File: src/ast_pkg.sv
`default_nettype none

package ast_pkg;

   typedef enum logic [2:0] {
      MODE_IDLE,
      MODE_IDENT,
      MODE_ZERO,
      MODE_NUM,
      MODE_COMMENT
   } scan_mode_type;

   localparam logic [1:0] KIND_TEXT  = 2'd0;
   localparam logic [1:0] KIND_TOKEN = 2'd1;
   localparam logic [1:0] KIND_END   = 2'd2;

   localparam logic [5:0] TOK_NONE     = 6'd0;
   localparam logic [5:0] TOK_COMMA    = 6'd0;
   localparam logic [5:0] TOK_NEWLINE  = 6'd1;
   localparam logic [5:0] TOK_COMMENT  = 6'd2;
   localparam logic [5:0] TOK_IDENT    = 6'd3;
   localparam logic [5:0] TOK_LABEL    = 6'd4;
   localparam logic [5:0] TOK_NUMBER   = 6'd5;
   localparam logic [5:0] TOK_KW_BASE  = 6'd6;
   localparam logic [5:0] TOK_REG_BASE = 6'd24;
   localparam logic [5:0] TOK_ERROR    = 6'd40;

   localparam logic [7:0] CH_NUL   = 8'h00;
   localparam logic [7:0] CH_TAB   = 8'h09;
   localparam logic [7:0] CH_NL    = 8'h0A;
   localparam logic [7:0] CH_FF    = 8'h0C;
   localparam logic [7:0] CH_CR    = 8'h0D;
   localparam logic [7:0] CH_SPACE = 8'h20;
   localparam logic [7:0] CH_COMMA = 8'h2C;
   localparam logic [7:0] CH_DOT   = 8'h2E;
   localparam logic [7:0] CH_ZERO  = 8'h30;
   localparam logic [7:0] CH_COLON = 8'h3A;
   localparam logic [7:0] CH_SEMI  = 8'h3B;
   localparam logic [7:0] CH_US    = 8'h5F;
   localparam logic [7:0] CH_A     = 8'h61;
   localparam logic [7:0] CH_G     = 8'h67;
   localparam logic [7:0] CH_X     = 8'h78;

   localparam logic [62:0] NUM_MAX = {63{1'b1}};

   // Suffix codes for register names: 0..7 value so far, then these two.
   localparam logic [3:0] SUFFIX_BIG = 4'd8;
   localparam logic [3:0] SUFFIX_BAD = 4'd15;

   // Keyword text, first character in the top byte, zero padded.
   localparam int KW_COUNT = 18;
   localparam logic [47:0] KW_TEXT [0:KW_COUNT-1] = '{
      {"mov", 24'h0}, {"hlt", 24'h0}, {"sp", 32'h0}, {"srr", 24'h0},
      {"srw", 24'h0}, {"stb", 24'h0}, {"stw", 24'h0}, {"stl", 24'h0},
      {"stq", 24'h0}, {"or", 32'h0}, {"litr", 16'h0}, {"ldb", 24'h0},
      {"ldw", 24'h0}, {"ldl", 24'h0}, {"ldq", 24'h0}, {".byte", 8'h0},
      {".skip", 8'h0}, {"b", 40'h0}
   };

   typedef struct packed {
      logic [1:0]  kind;
      logic [5:0]  token_type;
      logic [62:0] number_value;
      logic [7:0]  text_byte;
      logic [31:0] line_number;
      logic        last;
   } result_type;

   function automatic result_type make_result(input logic [1:0] kind,
                                              input logic [5:0] tt,
                                              input logic [62:0] val,
                                              input logic [7:0] text,
                                              input logic [31:0] line);
      result_type r;
      r.kind         = kind;
      r.token_type   = tt;
      r.number_value = val;
      r.text_byte    = text;
      r.line_number  = line;
      r.last         = 1'b0;
      return r;
   endfunction

endpackage

`default_nettype wire

File: src/assembly_source_tokenizer_unit.sv
// Assembly source tokenizer.
// The req_ channel takes one source byte per transfer in req_tdata, or an
// end-of-input mark when req_tuser is high (the byte is then ignored).
// The rsp_ channel sends the token stream: echoed identifier bytes, finished
// tokens and an end-of-stream item, with rsp_tlast on the last result that
// an input transfer causes. An input transfer causes zero, one or two results.
// Results are computed in the cycle of the input transfer and written into a
// three-entry result queue whose head entry drives the rsp_ channel; a second
// result waits in the queue behind the first.
// Throughput is one input byte per cycle while each byte gives at most one
// result and the receiver keeps up; a byte that gives two results leaves one
// more in the queue, since the single result port sends one at a time.
// When the receiver stalls, the queue fills and req_tready drops once it
// holds two or more results; nothing is lost.
// Reset clears the queue, puts the scanner between tokens and sets the line
// count to one. An end-of-input mark finishes any pending identifier or
// number, sends the end-of-stream item and returns all scanner state,
// line count included, to its reset values.
`default_nettype none

module assembly_source_tokenizer_unit
   import ast_pkg::*;
#(
   parameter int MAX_NUMBER_DIGITS = 23,
   parameter int KEYWORD_CHARS     = 5
) (
   input  wire logic         clock,
   input  wire logic         reset,
   input  wire logic         req_tvalid,
   output logic              req_tready,
   input  wire logic [7:0]   req_tdata,   // [7:0] source_byte
   input  wire logic         req_tuser,   // [0] end_of_input
   output logic              rsp_tvalid,
   input  wire logic         rsp_tready,
   output logic [103:0]      rsp_tdata,   // [62:0] number_value, [70:63] text_byte,
                                          // [102:71] line_number, [103] zero
   output logic [7:0]        rsp_tuser,   // [1:0] kind, [7:2] token_type
   output logic              rsp_tlast
);

   localparam int LEN_W  = $clog2(KEYWORD_CHARS + 2);
   localparam int DC_W   = $clog2(MAX_NUMBER_DIGITS + 1);
   localparam int HAVE_N = (KEYWORD_CHARS < 6) ? KEYWORD_CHARS : 6;

   scan_mode_type                   mode_ff, mode_in;
   logic [KEYWORD_CHARS-1:0][7:0]   kc_ff, kc_in;
   logic [LEN_W-1:0]                len_ff, len_in;
   logic [3:0]                      suf_ff, suf_in;
   logic [62:0]                     acc_ff, acc_in;
   logic [DC_W-1:0]                 count_ff, count_in;
   logic                            hex_ff, hex_in;
   logic [31:0]                     line_ff, line_in;

   result_type                      q_ff [0:2];
   result_type                      q_in [0:2];
   logic [1:0]                      qcnt_ff, qcnt_in;

   logic [7:0]  c;
   logic        accept, pop;
   logic        is_alpha, is_dec, is_hexl, is_ident_char, is_ws;
   logic [3:0]  digit_val;
   logic        digit_ok;
   logic [66:0] num_prod, num_sum;
   logic [62:0] acc_next;
   logic [DC_W-1:0] count_inc;
   logic [31:0] line_inc;
   logic [5:0]  ident_tt;
   logic [47:0] have;
   logic        kw_found;
   logic        is_reg;

   logic        emit_a, emit_b, rescan;
   result_type  res_a, res_b, r0, r1;
   logic [1:0]  n_res;
   logic [1:0]  cnt_after;

   assign c      = req_tdata;
   assign accept = req_tvalid & req_tready;
   assign pop    = rsp_tvalid & rsp_tready;

   // Character classes and digit arithmetic.
   always_comb begin
      is_alpha      = (c >= 8'h61 && c <= 8'h7A) || (c >= 8'h41 && c <= 8'h5A);
      is_dec        = (c >= CH_ZERO && c <= 8'h39);
      is_hexl       = (c >= 8'h61 && c <= 8'h66) || (c >= 8'h41 && c <= 8'h46);
      is_ident_char = is_alpha || is_dec || (c == CH_US);
      is_ws         = (c == CH_SPACE) || (c == CH_CR) || (c == CH_TAB) ||
                      (c == CH_FF) || (c == CH_NUL);
      digit_val     = is_dec ? c[3:0] : c[3:0] + 4'd9;
      digit_ok      = hex_ff ? (is_dec || is_hexl) : is_dec;
      num_prod      = hex_ff ? {acc_ff, 4'b0000}
                             : ({1'b0, acc_ff, 3'b000} + {3'b000, acc_ff, 1'b0});
      num_sum       = num_prod + {63'd0, digit_val};
      // The sum passes 2^63-1 exactly when the value has to saturate.
      acc_next      = (|num_sum[66:63]) ? NUM_MAX : num_sum[62:0];
      count_inc     = count_ff + DC_W'(1);
      line_inc      = line_ff + 32'd1;
   end

   // Type of a finished identifier.
   always_comb begin
      have     = '0;
      kw_found = 1'b0;
      ident_tt = TOK_IDENT;
      for (int i = 0; i < HAVE_N; i++) begin
         have[47-8*i -: 8] = kc_ff[i];
      end
      is_reg = ((kc_ff[0] == CH_A) || (kc_ff[0] == CH_G)) &&
               (len_ff >= LEN_W'(2)) && (suf_ff <= 4'd7);
      if (is_reg) begin
         ident_tt = TOK_REG_BASE + {2'b00, (kc_ff[0] == CH_G), suf_ff[2:0]};
      end else if (len_ff <= LEN_W'(KEYWORD_CHARS)) begin
         for (int k = 0; k < KW_COUNT; k++) begin
            if (!kw_found && have == KW_TEXT[k]) begin
               kw_found = 1'b1;
               ident_tt = TOK_KW_BASE + 6'(k);
            end
         end
      end
   end

   // Scanner next state and results.
   always_comb begin
      mode_in  = mode_ff;
      kc_in    = kc_ff;
      len_in   = len_ff;
      suf_in   = suf_ff;
      acc_in   = acc_ff;
      count_in = count_ff;
      hex_in   = hex_ff;
      line_in  = line_ff;
      emit_a   = 1'b0;
      emit_b   = 1'b0;
      rescan   = 1'b0;
      res_a    = '0;
      res_b    = '0;

      if (req_tuser) begin
         if (mode_ff == MODE_IDENT) begin
            emit_a = 1'b1;
            res_a  = make_result(KIND_TOKEN, ident_tt, '0, '0, line_ff);
         end else if (mode_ff == MODE_NUM || mode_ff == MODE_ZERO) begin
            emit_a = 1'b1;
            res_a  = make_result(KIND_TOKEN, TOK_NUMBER, acc_ff, '0, line_ff);
         end
         emit_b   = 1'b1;
         res_b    = make_result(KIND_END, TOK_NONE, '0, '0, line_ff);
         mode_in  = MODE_IDLE;
         kc_in    = '0;
         len_in   = '0;
         suf_in   = '0;
         acc_in   = '0;
         count_in = '0;
         hex_in   = 1'b0;
         line_in  = 32'd1;
      end else begin
         unique case (mode_ff) inside
            MODE_COMMENT: begin
               if (c == CH_NL) begin
                  mode_in = MODE_IDLE;
               end
            end
            MODE_IDENT: begin
               if (is_ident_char) begin
                  emit_a = 1'b1;
                  res_a  = make_result(KIND_TEXT, TOK_IDENT, '0, c, line_ff);
                  for (int i = 0; i < KEYWORD_CHARS; i++) begin
                     if (len_ff == LEN_W'(i)) begin
                        kc_in[i] = c;
                     end
                  end
                  if (len_ff < LEN_W'(KEYWORD_CHARS + 1)) begin
                     len_in = len_ff + LEN_W'(1);
                  end
                  if (suf_ff != SUFFIX_BAD) begin
                     if (!is_dec) begin
                        suf_in = SUFFIX_BAD;
                     end else if (suf_ff == 4'd0) begin
                        suf_in = (c[3:0] > 4'd7) ? SUFFIX_BIG : c[3:0];
                     end else if (suf_ff <= 4'd7) begin
                        suf_in = SUFFIX_BIG;
                     end
                  end
               end else if (c == CH_COLON) begin
                  emit_a  = 1'b1;
                  res_a   = make_result(KIND_TOKEN, TOK_LABEL, '0, '0, line_ff);
                  mode_in = MODE_IDLE;
               end else begin
                  emit_a = 1'b1;
                  res_a  = make_result(KIND_TOKEN, ident_tt, '0, '0, line_ff);
                  rescan = 1'b1;
               end
            end
            MODE_ZERO, MODE_NUM: begin
               mode_in = MODE_NUM;
               if (mode_ff == MODE_ZERO && c == CH_X) begin
                  hex_in = 1'b1;
               end else if (c == CH_US) begin
                  // Separators inside a number are skipped.
               end else if (digit_ok) begin
                  acc_in   = acc_next;
                  count_in = count_inc;
                  if (count_inc >= DC_W'(MAX_NUMBER_DIGITS)) begin
                     emit_a  = 1'b1;
                     res_a   = make_result(KIND_TOKEN, TOK_NUMBER, acc_next, '0, line_ff);
                     mode_in = MODE_IDLE;
                  end
               end else begin
                  emit_a = 1'b1;
                  res_a  = make_result(KIND_TOKEN, TOK_NUMBER, acc_ff, '0, line_ff);
                  rescan = 1'b1;
               end
            end
            default: begin
               rescan = 1'b1;
            end
         endcase

         // Scans a byte between tokens or one that ends an identifier or number.
         if (rescan) begin
            mode_in = MODE_IDLE;
            if (is_ws) begin
               mode_in = MODE_IDLE;
            end else if (c == CH_COMMA) begin
               emit_b = 1'b1;
               res_b  = make_result(KIND_TOKEN, TOK_COMMA, '0, '0, line_ff);
            end else if (c == CH_NL) begin
               line_in = line_inc;
               emit_b  = 1'b1;
               res_b   = make_result(KIND_TOKEN, TOK_NEWLINE, '0, '0, line_inc);
            end else if (c == CH_SEMI) begin
               emit_b  = 1'b1;
               res_b   = make_result(KIND_TOKEN, TOK_COMMENT, '0, '0, line_ff);
               mode_in = MODE_COMMENT;
            end else if (is_alpha || c == CH_US || c == CH_DOT) begin
               kc_in    = '0;
               kc_in[0] = c;
               len_in   = LEN_W'(1);
               suf_in   = '0;
               mode_in  = MODE_IDENT;
               emit_b   = 1'b1;
               res_b    = make_result(KIND_TEXT, TOK_IDENT, '0, c, line_ff);
            end else if (is_dec) begin
               hex_in = 1'b0;
               if (c == CH_ZERO) begin
                  acc_in   = '0;
                  count_in = '0;
                  mode_in  = MODE_ZERO;
               end else begin
                  acc_in   = {59'd0, c[3:0]};
                  count_in = DC_W'(1);
                  mode_in  = MODE_NUM;
                  if (MAX_NUMBER_DIGITS <= 1) begin
                     emit_b  = 1'b1;
                     res_b   = make_result(KIND_TOKEN, TOK_NUMBER, {59'd0, c[3:0]}, '0,
                                           line_ff);
                     mode_in = MODE_IDLE;
                  end
               end
            end else begin
               emit_b = 1'b1;
               res_b  = make_result(KIND_TOKEN, TOK_ERROR, '0, c, line_ff);
            end
         end
      end

      r0      = emit_a ? res_a : res_b;
      r0.last = !(emit_a && emit_b);
      r1      = res_b;
      r1.last = 1'b1;
      n_res   = accept ? ({1'b0, emit_a} + {1'b0, emit_b}) : 2'd0;
   end

   // Result queue: entry zero is the one offered on the rsp_ channel.
   always_comb begin
      cnt_after = qcnt_ff - {1'b0, pop};
      q_in[0]   = pop ? q_ff[1] : q_ff[0];
      q_in[1]   = pop ? q_ff[2] : q_ff[1];
      q_in[2]   = q_ff[2];
      for (int j = 0; j < 3; j++) begin
         if (n_res != 2'd0 && {1'b0, cnt_after} == 3'(j)) begin
            q_in[j] = r0;
         end
         if (n_res == 2'd2 && ({1'b0, cnt_after} + 3'd1) == 3'(j)) begin
            q_in[j] = r1;
         end
      end
      qcnt_in = cnt_after + n_res;
   end

   always_ff @(posedge clock) begin
      if (reset) begin
         mode_ff  <= MODE_IDLE;
         kc_ff    <= '0;
         len_ff   <= '0;
         suf_ff   <= '0;
         acc_ff   <= '0;
         count_ff <= '0;
         hex_ff   <= 1'b0;
         line_ff  <= 32'd1;
         qcnt_ff  <= 2'd0;
      end else begin
         if (accept) begin
            mode_ff  <= mode_in;
            kc_ff    <= kc_in;
            len_ff   <= len_in;
            suf_ff   <= suf_in;
            acc_ff   <= acc_in;
            count_ff <= count_in;
            hex_ff   <= hex_in;
            line_ff  <= line_in;
         end
         qcnt_ff <= qcnt_in;
      end
   end

   always_ff @(posedge clock) begin
      for (int j = 0; j < 3; j++) begin
         q_ff[j] <= q_in[j];
      end
   end

   assign req_tready = (qcnt_ff <= 2'd1);
   assign rsp_tvalid = (qcnt_ff != 2'd0);
   assign rsp_tdata  = {1'b0, q_ff[0].line_number, q_ff[0].text_byte, q_ff[0].number_value};
   assign rsp_tuser  = {q_ff[0].token_type, q_ff[0].kind};
   assign rsp_tlast  = q_ff[0].last;

   // A two-result transfer must always find two free queue entries.
   a_queue_room: assert property (@(posedge clock) disable iff (reset)
      (accept && n_res == 2'd2) |-> (cnt_after <= 2'd1))
      else $error("result queue overflow");

   // The end-of-stream item always closes the results of its transfer.
   a_end_is_last: assert property (@(posedge clock) disable iff (reset)
      (rsp_tvalid && q_ff[0].kind == KIND_END) |-> q_ff[0].last)
      else $error("end-of-stream result without tlast");

   // A number reaching the digit limit must already have been finished.
   a_digit_limit: assert property (@(posedge clock) disable iff (reset)
      (mode_ff == MODE_NUM) |-> (count_ff < DC_W'(MAX_NUMBER_DIGITS)))
      else $error("digit count past limit while scanning a number");

   // An end-of-input transfer restores the line count.
   a_eoi_line: assert property (@(posedge clock) disable iff (reset)
      (accept && req_tuser) |=> (line_ff == 32'd1 && mode_ff == MODE_IDLE))
      else $error("scanner not restored after end of input");

   // Without new results, a transfer out shrinks the queue by one.
   a_queue_drain: assert property (@(posedge clock) disable iff (reset)
      (pop && n_res == 2'd0) |=> (qcnt_ff == $past(qcnt_ff) - 2'd1))
      else $error("result queue count mismatch");

endmodule

`default_nettype wire
File: config.mk
export PLATFORM = sky130hd
export DESIGN_NAME = assembly_source_tokenizer_unit
export DESIGN_NICKNAME = d
export VERILOG_FILES = /design/src/ast_pkg.sv /design/src/assembly_source_tokenizer_unit.sv
export SDC_FILE = /design/constraint.sdc
export NUM_CORES = 2
export LEC_CHECK = 0
export ABC_AREA = 1
export BUFFER_PORTS_ARGS = -buffer_cell sky130_fd_sc_hd__buf_2
export CAP_MARGIN = 0
export CELL_PAD_IN_SITES_DETAIL_PLACEMENT = 0
export CELL_PAD_IN_SITES_GLOBAL_PLACEMENT = 1
export CORE_MARGIN = 2
export CORE_UTILIZATION = 42
export CTS_BUF_LIST = sky130_fd_sc_hd__clkbuf_2 sky130_fd_sc_hd__clkbuf_4 sky130_fd_sc_hd__clkbuf_8
export DETAILED_ROUTE_END_ITERATION = 6
export PLACE_DENSITY = 0.88
export SYNTH_ARGS = -nofsm -noshare
export SYNTH_HDL_FRONTEND = slang
export SYNTH_SLANG_ARGS = --single-unit
File: constraint.sdc
create_clock -name clock -period 5.3 [get_ports clock]
set_input_delay 0.53 -clock clock [delete_from_list [all_inputs] [get_ports clock]]
set_output_delay 0.53 -clock clock [all_outputs]
set_load 0.02 [all_outputs]
==> out/results.txt <==
status = finished, violations left
failing checks = design-rule violations
antenna violations before repair = 3
initial core utilization = 42.50%
Max transition margin = 23.09%
Finished Cell Area = 0.03888 sq mm
TritonCTS Buffers = 89
area post-placement = 0.03692 sq mm
1st-iter DRT viols = 4032
class of the worst hold path = input port to flop
routed vias/inst = 5.470
sequential share of the synthesized area = 31.41%
EDFF count, synth = 138
Tot GR Track Use = 31.11%
startpoint types = flop
Syn Nets = 5876
cell repeated most along the worst path = nand2_1
Setup Buffers After CTS = 0
Setup-failing EPs final = 0
internal power = 8928 uW
Placed Cells incl. Taps = 6794
final WL = 138200 um
pwr dens = 382.1 mW/mm^2
I/O Pins = 128
buffers and inverters on the worst path = 2
Crit. End Element = flop
layout cells sized above 1 = 9.000%
clock power share = 26.6%
max cap viols = 0
critical path type = flop to flop
multi-input logic area = 0.01959 sq mm
Sink Count = 489
Worst EP arrival = 5.59 ns
reg2reg start = acc_ff[49]$_SDFFE_PP0P_
Final Hold Viols = 0
port bufs = 126
CTS tree = done
Core Area = 0.08369 sq mm
row count = 106
cells after synthesis = 5780
Reg power frac = 38.1%
max incr delay on CP = 0.51 ns
Die ar. = 0.08702 sq mm
worst path required time = 5.93 ns
largest net degree at the start of global routing = 110
drt pass-1 iters = 7
delay-heaviest family, CP = simple AND/OR/NAND/NOR gates
setup_tns = 0 ns
yosys synthesis warning count = 0
Nets = 5847
max frequency = 0.2019 GHz
switching share of total power = 39.90%
antenna viol nets, final = 0
CTS clk-pin slew, worst paths = 0.07 ns
Final Core Density = 46.46%
#FFs+latches synth = 489
RSZ-0062 raised after global routing = false
Reg area = 0.01117 sq mm
HPWL after DPL = 102500 um
die span in x = 295.0 um
Unique masters post-synth = 65
Skew-Pair Late Insertion Delay = 0.77 ns
Pins Over Slew Limit = 0
fin crit share = 93.46%
Leakage Power = 0.01697 uW
Residual DRC = 2
Mapped Avg Cell Area = 6.153 sq um
final non-filler cell total = 6957
Setup crit start = acc_ff[49]$_SDFFE_PP0P_
Root Driver = clkbuf_8
worst min-delay path startpoint = req_tdata[3]
clk buf depth = 3
Mapped Area = 0.03557 sq mm
Post-synth ARST share = 0%
CP max-delay cell = ha_1
WL per Instance = 19.87 um
Worst Tran Pin Value = 1.152 ns
Area growth, synth to finish = 9.323%
peak supply drop = 0.0004072 V
fillers = 8894
vias in the first global route = 34290
H-tree levels = 3
critical path fanouts, max = 13
Gate power share = 35.3%
first-pass GRT wire length = 209300 um
skew final = 0.08719 ns
Final GP Congestion = 1.053
gr ovfl total = 0
top_reg_cell synth = dfxtp_1
switching power = 5928 uW
Die H = 295.0 um
DR vias = 38050
Tmin final = 4.953 ns
power by group through the flow:
stage,registers [uW],logic (uW),clock network (uW)
CTS,5650,5200,4010
global placement,5710,5140,0
detailed placement,5720,5180,0
floorplan,5490,3930,0
global route,5740,5720,4180
finish,5670,5240,3950
layout make-up:
type	count	area share (%)
Sequential cell	489	28.73
Inverter	798	7.733
Clock inverter	21	0.5632
Tap cell	1134	3.649
Clock buffer	141	4.428
Multi-Input combinational cell	4128	50.38
Timing Repair Buffer	245	4.505
Antenna cell	1	0.006436
worst register-to-register path, cell delays in order, from the launching register on:
cell     delay, ns
dfxtp_1       0.43
ha_1          0.51
nand2_1       0.18
nor2_1        0.21
nand2_1       0.26
nor4_1        0.33
nand2_1       0.23
nand3_1       0.15
nand3_1       0.15
nand2_1       0.26
nand2_1       0.13
nor2_1        0.15
nand2_1       0.12
nor2_1        0.17
nand3_1       0.09
nand2_1       0.07
nand2_1       0.08
nor2_4        0.19
nand2_4       0.17
inv_4         0.18
buf_4         0.20
nand2_1       0.09
nand2_1       0.10
nand2_1       0.05
nand2_1       0.14
nand2_1       0.06
nand2_1       0.08
nand2_1       0.04
synth_stat cells, types with 8 or more instances:
| master | instances | area share [%] |
|---|---|---|
| a21oi_1 | 378 | 5.3 |
| a22oi_1 | 21 | 0.44 |
| a311oi_1 | 10 | 0.25 |
| a31oi_1 | 9 | 0.16 |
| buf_1 | 17 | 0.18 |
| buf_2 | 32 | 0.45 |
| buf_4 | 115 | 2.4 |
| clkbuf_1 | 195 | 2.1 |
| clkinv_1 | 9 | 0.095 |
| dfxtp_1 | 351 | 20 |
| edfxtp_1 | 138 | 12 |
| ha_1 | 81 | 2.8 |
| inv_1 | 774 | 8.2 |
| inv_2 | 14 | 0.15 |
| nand2_1 | 2026 | 21 |
| nand2_2 | 9 | 0.16 |
| nand3_1 | 291 | 4.1 |
| nand3_2 | 8 | 0.23 |
| nand3b_1 | 8 | 0.17 |
| nand4_1 | 65 | 1.1 |
| nor2_1 | 461 | 4.9 |
| nor2_2 | 13 | 0.23 |
| nor3_1 | 49 | 0.69 |
| nor4_1 | 38 | 0.67 |
| o211ai_1 | 40 | 0.84 |
| o21ai_0 | 281 | 4.0 |
| o22ai_1 | 152 | 2.7 |
| o22ai_2 | 21 | 0.74 |
| o31ai_1 | 9 | 0.19 |
| or2_2 | 10 | 0.18 |
| xnor2_1 | 17 | 0.42 |
| xor2_1 | 52 | 1.3 |
placed cells by master, fill, tap and decap left out, types with 106 or more instances in the layout:
cell type,instances
o22ai_1,152
edfxtp_1,138
clkbuf_8,106
nand3_1,288
a21oi_1,378
o21ai_0,281
buf_2,125
nand2_1,2018
dfxtp_1,350
inv_1,768
nor2_1,456
final timing paths:
| check | endpoint | slack [ns] | depth (start not counted) |
|---|---|---|---|
| min | have[35]$_SDFFE_PP0P_ | 0.33 | 4 |
| max reg2reg | q_ff[0][159]$_SDFFE_PP0P_ | 0.35 | 27 |
| max | q_ff[0][159]$_SDFFE_PP0P_ | 0.35 | 27 |
| min reg2reg | q_ff[0][177]$_SDFFE_PP0P_ | 0.45 | 2 |
flip-flops by register name, summed over array words and instances, names as in the netlist:
name	flops
hex_ff	1
q_ff	336
qcnt_ff	2
len_ff	3
mode_ff	3
line_ff	32
count_ff	5
suf_ff	4
acc_ff	63
have	40
cell families after synthesis:
logic type               Yosys count  share of synthesized area (%)
AND/OR/NAND/NOR                 3003                          34.42
buffers and inverters           1163                          13.73
AO/OA/AOI/OAI                    971                          15.74
flip-flops                       489                          31.41
adder cells (fa/ha/maj)           83                          2.962
XOR/XNOR                          69                          1.699
other                              1                        0.01054
multiplexers                       1                        0.03166
through the flow:
step	total power [uW]	setup WS [ns]	hold slack, ns
floorplan	9422	0.07275	0.4262
global placement	10850	0.2464	0.4341
detailed placement	10900	0.1914	0.4389
CTS	14860	0.4667	0.2786
global route	15640	0.02191	0.3456
finish	14860	0.3468	0.3256
repair_timing:
action                     in CTS  in global routing
setup endpoints to repair       0                 29
hold buffers                    0                  0
gates resized for setup         0                  4
routing by layer:
layer  up-vias  global-route usage [%]  share of wire [%]
li1      18430                       -                  -
met1     17630                   43.63                 44
met2      1732                   46.75                 42
met3       256                   6.991                9.8
met4         4                   10.91                3.6
met5         -                       0              0.020
(Power assumes the default switching activity.)
